### src/rtl/ptl_sqrt_cell.sv
// One bit step of the pipelined restoring square root.
module ptl_sqrt_cell #(
  parameter int RW  = 36,
  parameter int SW  = 18,
  parameter int BIT = 0
) (
  input  logic          clk_i,
  input  logic          en_i,
  input  logic [RW-1:0] rem_i,
  input  logic [SW-1:0] root_i,
  output logic [RW-1:0] rem_o,
  output logic [SW-1:0] root_o
);

  logic [RW-1:0] trial;

  // (root + 2^BIT)^2 - root^2
  assign trial = (RW'(root_i) << (BIT + 1)) + (RW'(1) << (2 * BIT));

  always_ff @(posedge clk_i) begin
    if (en_i) begin
      if (rem_i >= trial) begin
        rem_o  <= rem_i - trial;
        root_o <= root_i | (SW'(1) << BIT);
      end else begin
        rem_o  <= rem_i;
        root_o <= root_i;
      end
    end
  end

endmodule

### config.mk
export PLATFORM = sky130hd
export DESIGN_NAME = ptl_sqrt_cell
export DESIGN_NICKNAME = d
export VERILOG_FILES = /design/src/rtl/ptl_sqrt_cell.sv
export SDC_FILE = /design/constraint.sdc
export NUM_CORES = 1
export LEC_CHECK = 0
export CAP_MARGIN = 20
export CORE_MARGIN = 8
export CORE_UTILIZATION = 35
export DETAILED_ROUTE_END_ITERATION = 8
export DONT_BUFFER_PORTS = 1
export HOLD_SLACK_MARGIN = 0.03
export SETUP_SLACK_MARGIN = 0.2
export SLEW_MARGIN = 15
export SYNTH_ARGS = -nofsm -noshare
export SYNTH_HDL_FRONTEND = slang
export SYNTH_SLANG_ARGS = --single-unit
### constraint.sdc
create_clock -name clk_i -period 3.36 [get_ports clk_i]
set_clock_uncertainty 0.15 [all_clocks]
set_input_delay 0.168 -clock clk_i [delete_from_list [all_inputs] [get_ports clk_i]]
set_output_delay 0.168 -clock clk_i [all_outputs]
set_load 0.02 [all_outputs]
==> impl_metrics.toml <==
[global_route]
grt_use_met3 = 0.04068
grt.overflow.total = 0
grt_pass1_wl_mm = 14.90
grt_util_met1 = 0.1805
grt_pass1_vias = 2759
grt_max_degree = 55
gr-usage-met2 = 0.2351
antenna_found_initial = 0
grt.busiest_layer = "met2"
track_usage = 0.1455

[drt]
routed_wirelength_mm = 9.616
drtPass1Iterations = 4
ant_nets = 0
drtIter0Drc = 240
vias = 2639
post_drt_wl_per_cell_um = 19.16
drc = 0
via_per_inst = 5.257

[power]
ir_worst_vdd_uv = 225.1
powerDensity_nw_per_um2 = 418.2
leakage_nw = 1.637
p_total_w = 0.001762

[sta]
fmax_ghz = 0.3304
rsz0062_at_grt = "no"
period_minus_slack_ns = 3.027
worst_pin_slew_ns = 0.7313
final_hold_viol_count = 0
drv_slew = 0
finalCritPeriodShare = 0.9008
setup_viol = 0
tns_ns = 0
timing.slew.headroom = 0.5087

[logic_synthesis]
yosysWarnings = 0
synthTopCellsByArea = "edfxtp_1 (48%), ha_1 (7.1%), xnor2_1 (4.7%), a21oi_1 (4.2%), xor2_1 (3.7%)"
synth_top_area_frac = 0.4843
synth_seq_area_share = 0.4843
ys_seq_elements = 54
synthFlopType = "edfxtp_1"
async_flop_share = 0
synth_edf_count = 54
ys_types = 51
synthCells = 308
syn-cell-area_sq_um = 3348
synthesis.nets = 384
syn_area_per_cell_sq_um = 10.87
yosys.area.top_type = "edfxtp_1"

[clock_network]
clock-sinks = 54
clk_path_buf_depth = 2
cts_tree = "done"
clk_pin_slew_worst_paths_ns = 0.10
cts.root.buffer_cell = "clkbuf_8"
htreeDepth = 2
numCtsBuffers = 5

[min_path]
min_path_cells = 3
hold_class = "in -> reg"
hold-path-endpoint = "rem_o[25]"
min-delay-start = "rem_i[22]"

[final_layout]
regArea_sq_um = 1622
final_nets = 448
utilization = 0.4538
antenna_cells = 0
drive_gt1_frac = 0.07239
area_growth_pct = 25.82
fillers = 882
multiInputGateArea_sq_um = 1590

[die]
initial_core_util = 0.3606
die_h_um = 113.8
fp.dieW_um = 113.8
core_area_sq_um = 9284
die-area_sq_um = 12950
io_pins = 110
num_rows = 35

[worst_setup_path]
end_kind = "flop"
slowest_delay_ns = 0.55
crit_family = "compound AO/OA/AOI/OAI gates"
cp_max_fo = 5
slowest_stage = "dlygate4sd3_1"
crit_type = "in -> reg"
worstPathCellList = "inv_1 -> fa_1 -> a21o_1 -> a221oi_2 -> nor3_1 -> or3_1 -> a21oi_2 -> nand3_1 -> xnor2_1 -> dlygate4sd3_1"
cp.arrival_ns = 2.94
startpoint_type = "input port"
crit_buf_inv = 2
required_ns = 3.28

[place]
portBuffers = 0
hpwl_mm = 6.628
routabilityCongestion = 0.8071

[outcome]
outcome = "complete, no violations"

[run]
drv_cap = 0
[registers in the layout, indices dropped and copies added, names as in the netlist]
name and count:
root_o 18, rem_o 36
[layout make-up]
class | instances | area share
clock buffer | 6 | 0.01723
clock inverter | 2 | 0.008910
inverter | 21 | 0.01871
multi-input combinational | 225 | 0.3775
sequential | 54 | 0.3849
tap | 129 | 0.03831
timing repair buffer | 65 | 0.1544
[through the flow]
stage | instance area [sq um] | worst slack (ns) | hold WS, ns | std cells
detailed placement | 3480 | 0.3866 | 0.1170 | 434
CTS | 4188 | 0.2406 | 0.04006 | 500
floorplan | 3348 | 0.4839 | 0.1169 | 308
finish | 4213 | 0.3334 | 0.04670 | 502
global placement | 3480 | 0.4326 | 0.1170 | 434
global route | 4213 | 0.2217 | 0.05176 | 502
[report_power, final]
group	leakage (nW)	total [W]	internal [W]	switching, W
Sequential	0.529	0.000964	0.000839	0.000125
Clock	0.0514	0.000448	0.000223	0.000225
Combinational	1.06	0.000350	0.000170	0.000179
Total	1.64	0.00176	0.00123	0.000529
[synthesized netlist by cell type (all sizes together), types with 3 or more instances]
library cell	n
and3	3
xor2	14
xnor2	18
a21bo	3
buf	5
inv	21
nand4	7
nor3	12
a21o	14
o21ai	13
nor4b	4
a21oi	29
clkbuf	3
nor2	25
nand3	3
or3	5
edfxtp	54
nor4	3
ha	19
nand2	18
[routing by layer]
layer  vias to the layer above  part of all wire
met2                        98              0.46
met3                        19             0.070
li1                       1277                 -
met1                      1245              0.44
met4                         0             0.025
met5                         -                 0
[placed cells by master (no fill, tap or decap), types with 4 or more instances in the layout]
master,n
or3_1,4
edfxtp_1,54
inv_1,21
dlygate4sd3_1,57
clkbuf_8,5
o21ai_0,11
nand4_1,7
ha_1,19
a21o_1,14
buf_4,7
nand2_1,18
xor2_1,14
nor2_1,25
xnor2_1,18
nor3_1,12
a21oi_1,27
nor4b_1,4
[cells by family after synthesis]
family,Yosys count,synth area share
flip-flops,54,0.4843
XOR/XNOR,32,0.08371
adder cells (fa/ha/maj),20,0.07698
multiplexers,2,0.006353
AND/OR/NAND/NOR,92,0.1465
AO/OA/AOI/OAI,79,0.1584
buffers and inverters,29,0.04372
[what timing repair did]
item                                    in CTS  in global routing
gates resized for setup                      0                  2
setup buffers                                0                  2
endpoints found under the hold margin      107                  0
hold buffers                                58                  0
endpoints found under the setup margin       0                  4
[worst max path at each step]
stage                     startpoint        end  cells after the start
after floorplan            root_i[0]  rem_o[34]                     10
after global placement     root_i[0]  rem_o[34]                      9
after detailed placement   root_i[0]  rem_o[15]                      9
after CTS                  root_i[0]  rem_o[24]                     10
after global routing       root_i[0]  rem_o[24]                     10
final                      root_i[0]  rem_o[24]                     10
Note: power is estimated with default switching activity, not from simulation.
