==> config.mk <==
export PLATFORM = sky130hd
export DESIGN_NAME = ptl_div_cell
export DESIGN_NICKNAME = d
export VERILOG_FILES = /design/src/rtl/ptl_div_cell.sv
export SDC_FILE = /design/constraint.sdc
export NUM_CORES = 1
export LEC_CHECK = 0
export BUFFER_PORTS_ARGS = -buffer_cell sky130_fd_sc_hd__buf_2
export CORE_UTILIZATION = 47
export DETAILED_ROUTE_END_ITERATION = 16
export PLACE_DENSITY = 0.78
export SYNTH_ARGS = -nofsm -noshare
export SYNTH_HDL_FRONTEND = slang
export SYNTH_SLANG_ARGS = --single-unit
==> constraint.sdc <==
create_clock -name clk_i -period 3.8 [get_ports clk_i]
set_input_delay 0.95 -clock clk_i [delete_from_list [all_inputs] [get_ports clk_i]]
set_output_delay 0.95 -clock clk_i [all_outputs]
set_load 0.05 [all_outputs]
==> src/rtl/ptl_div_cell.sv <==
// One quotient bit step of the pipelined restoring divider.
module ptl_div_cell #(
  parameter int QW  = 56,
  parameter int QBW = 15,
  parameter int BIT = 0
) (
  input  logic           clk_i,
  input  logic           en_i,
  input  logic [QW-1:0]  rem_i,
  input  logic [QW-1:0]  den_i,
  input  logic [QBW-1:0] q_i,
  output logic [QW-1:0]  rem_o,
  output logic [QW-1:0]  den_o,
  output logic [QBW-1:0] q_o
);

  logic [QW-1:0] shifted;

  assign shifted = den_i << BIT;

  always_ff @(posedge clk_i) begin
    if (en_i) begin
      den_o <= den_i;
      if (rem_i >= shifted) begin
        rem_o <= rem_i - shifted;
        q_o   <= q_i | (QBW'(1) << BIT);
      end else begin
        rem_o <= rem_i;
        q_o   <= q_i;
      end
    end
  end

endmodule

==> flow_metrics.py <==
metrics = {
    "outcome": {
        "outcome": "completed",
    },
    "critical_path": {
        "cp.arrival_ns": 3.74,
        "critPathMaxFanout": 5,
        "timing.critical_path.to_type": "flip-flop",
        "timing_worst_setup_path_type": "input port to flip-flop",
        "critical_path_required_ns": 3.96,
        "setup.worst_path.start_class": "input port",
    },
    "yosys": {
        "yosys.area_share.xor_xnor_pct": 5.23,
        "synth_largest_type_area_fraction_pct": 47.5,
        "synth.area.mux_share_pct": 0.685,
        "synth_adder_area_share_pct": 8.97,
        "synthesis.instances": 807,
        "synth_edf_count": 127,
        "netlist-cell-type-count": 58,
        "synthesis.area_per_instance_sq_um": 9.96,
        "post-synth-top-count-cell": "edfxtp_1",
        "synth_simple_gate_area_share_pct": 12.2,
        "ys_top_cells_by_area": "edfxtp_1 47%, ha_1 8.7%, o21ai_0 5.4%",
        "synthArstFlopShare_pct": 0,
        "area_of_the_mapped_netlist_sq_mm": 0.00804,
        "synth_top_family_by_area": "compound AO/OA/AOI/OAI gates",
        "most_common_flop_cell_mapped_by_yosys": "edfxtp_1",
        "post_synthesis_sequential_area_ratio_pct": 47.5,
        "syn_nets": 993,
        "post_synth_most_frequent_cells": "127 x edfxtp_1, 102 x nand2_1, 86 x o21ai_0, 71 x inv_1, 64 x a21oi_1",
        "synthesis.yosys.warnings": 0,
        "ys_ff_latch": 127,
        "synth_area_leader_cell": "edfxtp_1",
        "synth-compound-area-share_pct": 19.9,
    },
    "hold_path": {
        "worst_hold_path.num_cells": 1,
        "hold_start": "q_i[13]",
        "worstHoldPathType": "input port to flip-flop",
        "hold_path_end": "q_o[13]",
    },
    "cells_and_area": {
        "post-route-util_pct": 65.0,
        "total_of_fill_cells_in_the_finished_design": 1358,
        "area_added_between_synthesis_and_finish_pct": 34.5,
        "final_layout_size_suffix_gt1_share_pct": 34.7,
        "final_cells": 1378,
        "nNetsFinal": 1330,
    },
    "detailed_routing": {
        "route.detailed.vias_per_inst": 5.32,
        "drtIter0Drc": 435,
        "detail-route-antenna-nets": 0,
        "drt_drc_violations_left": 0,
        "detail_route.wirelength_mm": 22.3,
        "tritonroute_pass_1_iters": 5,
        "wl_per_cell_um": 16.2,
        "routed-via-count": 7330,
    },
    "global_route": {
        "number_of_antenna_violations_at_the_first_check_in_global_routing": 2,
        "grt_start_max_net_pins": 72,
        "groute.usage.overall_pct": 25.9,
        "grt_pass1_vias": 7059,
        "overflow": 0,
        "global_route_wire_length_before_repair_mm": 35.5,
    },
    "clock_network": {
        "cts-root-to-sink-buffers": 2,
        "clkSinkCount": 127,
        "number_of_buffers_inserted_during_clock_tree_synthesis": 17,
        "count_of_buffers_added_by_post_cts_timing_repair_for_setup": 0,
        "clk_pin_slew_worst_paths_ns": 0.06,
        "holdBufCountCts": 0,
        "post_cts_sizing": 0,
        "htreeDepth": 4,
        "tritoncts": "yes",
        "ctsRootBufferMaster": "clkbuf_16",
    },
    "sta": {
        "max_slew_margin_pct": 52.7,
        "max_clock_freq_ghz": 0.279,
        "finalHoldViolCount": 0,
        "min_period_ns": 3.58,
        "timing.final.crit_share_pct": 94.2,
        "final_max_slew_viol_count": 0,
        "grt_setup_unrepaired": "false",
        "layout_setup_ws_ns": 0.221,
        "report.final.setup_viol": 0,
        "timing_worst_slew_pin_value_ns": 0.710,
    },
    "place": {
        "placed_cells": 1345,
        "io_buffer_count": 255,
        "dp_worst_setup_slack_ns": -0.152,
        "gpl.final_weighted_congestion": 0.909,
        "hpwlAfterDp_mm": 17.7,
    },
    "floorplanning": {
        "io_pins": 256,
        "fp.dieH_um": 133,
        "floorplan.initialDensity_pct": 48.3,
        "core_area_sq_mm": 0.0166,
        "die_x_um": 133,
        "die_area_sq_mm": 0.0176,
        "fp-row-count": 47,
    },
    "pwr": {
        "power-per-cell-area_mw_per_mm2": 475,
        "fin_total_pwr_mw": 5.14,
        "p_leak_nw": 5.03,
        "peakVddDrop_mv": 0.317,
    },
    "flow_run": {
        "max_cap_violations": 0,
    },
}
-- critical path, cell delays in order --
cell and delay, ns:
buf_2 0.09, inv_1 0.04, ha_1 0.22, fa_1 0.39, nand2b_1 0.20, a211oi_1 0.23, buf_4 0.15, nor2_1 0.05
o21ai_1 0.17, a21oi_1 0.14, o31ai_1 0.26, buf_4 0.20, a21oi_1 0.19, nor3b_1 0.35, o41ai_2 0.12
-- final cells by class --
class	instances	area [sq um]	share of cell area, %
Clock buffer	19	433	4.00
Antenna cell	1	2.50	0.0231
Multi-Input combinational cell	574	3790	35.0
Clock inverter	13	164	1.52
Sequential cell	127	3810	35.3
Tap cell	220	275	2.55
Inverter	71	267	2.46
Timing Repair Buffer	353	2070	19.1
-- worst max-delay path by stage --
stage	depth (start not counted)	startpoint	slack (ns)	end
6_report	15	rem_i[0]	0.22	rem_o[50]
5_1_grt	12	den_i[11]	0.06	rem_o[10]
4_1_cts	16	rem_i[0]	0.25	rem_o[42]
3_5_place_dp	13	den_i[26]	-0.15	rem_o[39]
3_3_place_gp	16	den_i[29]	-0.09	rem_o[42]
2_1_floorplan	12	rem_i[0]	0.13	rem_o[50]
-- routing by layer --
layer  part of all wire (%)  track usage (%)
met1                     44             34.2
met2                     48             42.7
met3                    6.0             4.52
met4                    2.1             9.39
met5                      0                0
-- report_power, final --
| group | switching, mW | total [mW] | internal [mW] |
|---|---|---|---|
| combinational | 1.15 | 1.71 | 0.560 |
| sequential | 0.0383 | 1.77 | 1.73 |
| clock | 0.627 | 1.66 | 1.03 |
-- placed cells by master (no fill, tap or decap), types with 4 or more instances in the layout --
cell type and instances:
a211oi_1 6, a21boi_0 4, a21o_1 30, a21oi_1 64, a31oi_1 13, and3_1 5
buf_12 4, buf_2 254, buf_4 94, clkbuf_16 17, edfxtp_1 127, ha_1 56
inv_1 71, mux2_2 4, nand2_1 102, nand2b_1 8, nand3_1 5, nand4_1 19
nor2_1 34, nor2b_1 7, nor3_1 10, o211ai_1 8, o21a_1 6, o21ai_0 86
o21bai_1 9, o31ai_1 6, o41ai_2 4, or3_1 4, xnor2_1 25, xor2_1 23
-- cells by family (layout without fill, tap and decap cells) --
kind of cell    after synthesis  in the layout
compound gates              254            254
xor+xnor                     48             48
fa+ha+maj                    57             57
buf+inv                     106            456
flops                       127            127
mux                           5              5
other cells                   0              1
simple gates                210            210
-- sequential cells by signal, summed over array words and instances, names as in the netlist --
signal / flops
q_o: 15
rem_o: 56
den_o: 56
-- through the flow --
step	TNS, ns	hold WS (ns)	cell area, sq um
2_1_floorplan	0	1.05	8040
3_3_place_gp	-0.541	1.13	10200
3_5_place_dp	-5.81	1.13	10200
4_1_cts	0	0.689	10800
5_1_grt	0	0.686	10800
6_report	0	0.701	10800
No activity file was read; power rests on OpenSTA's default activity.
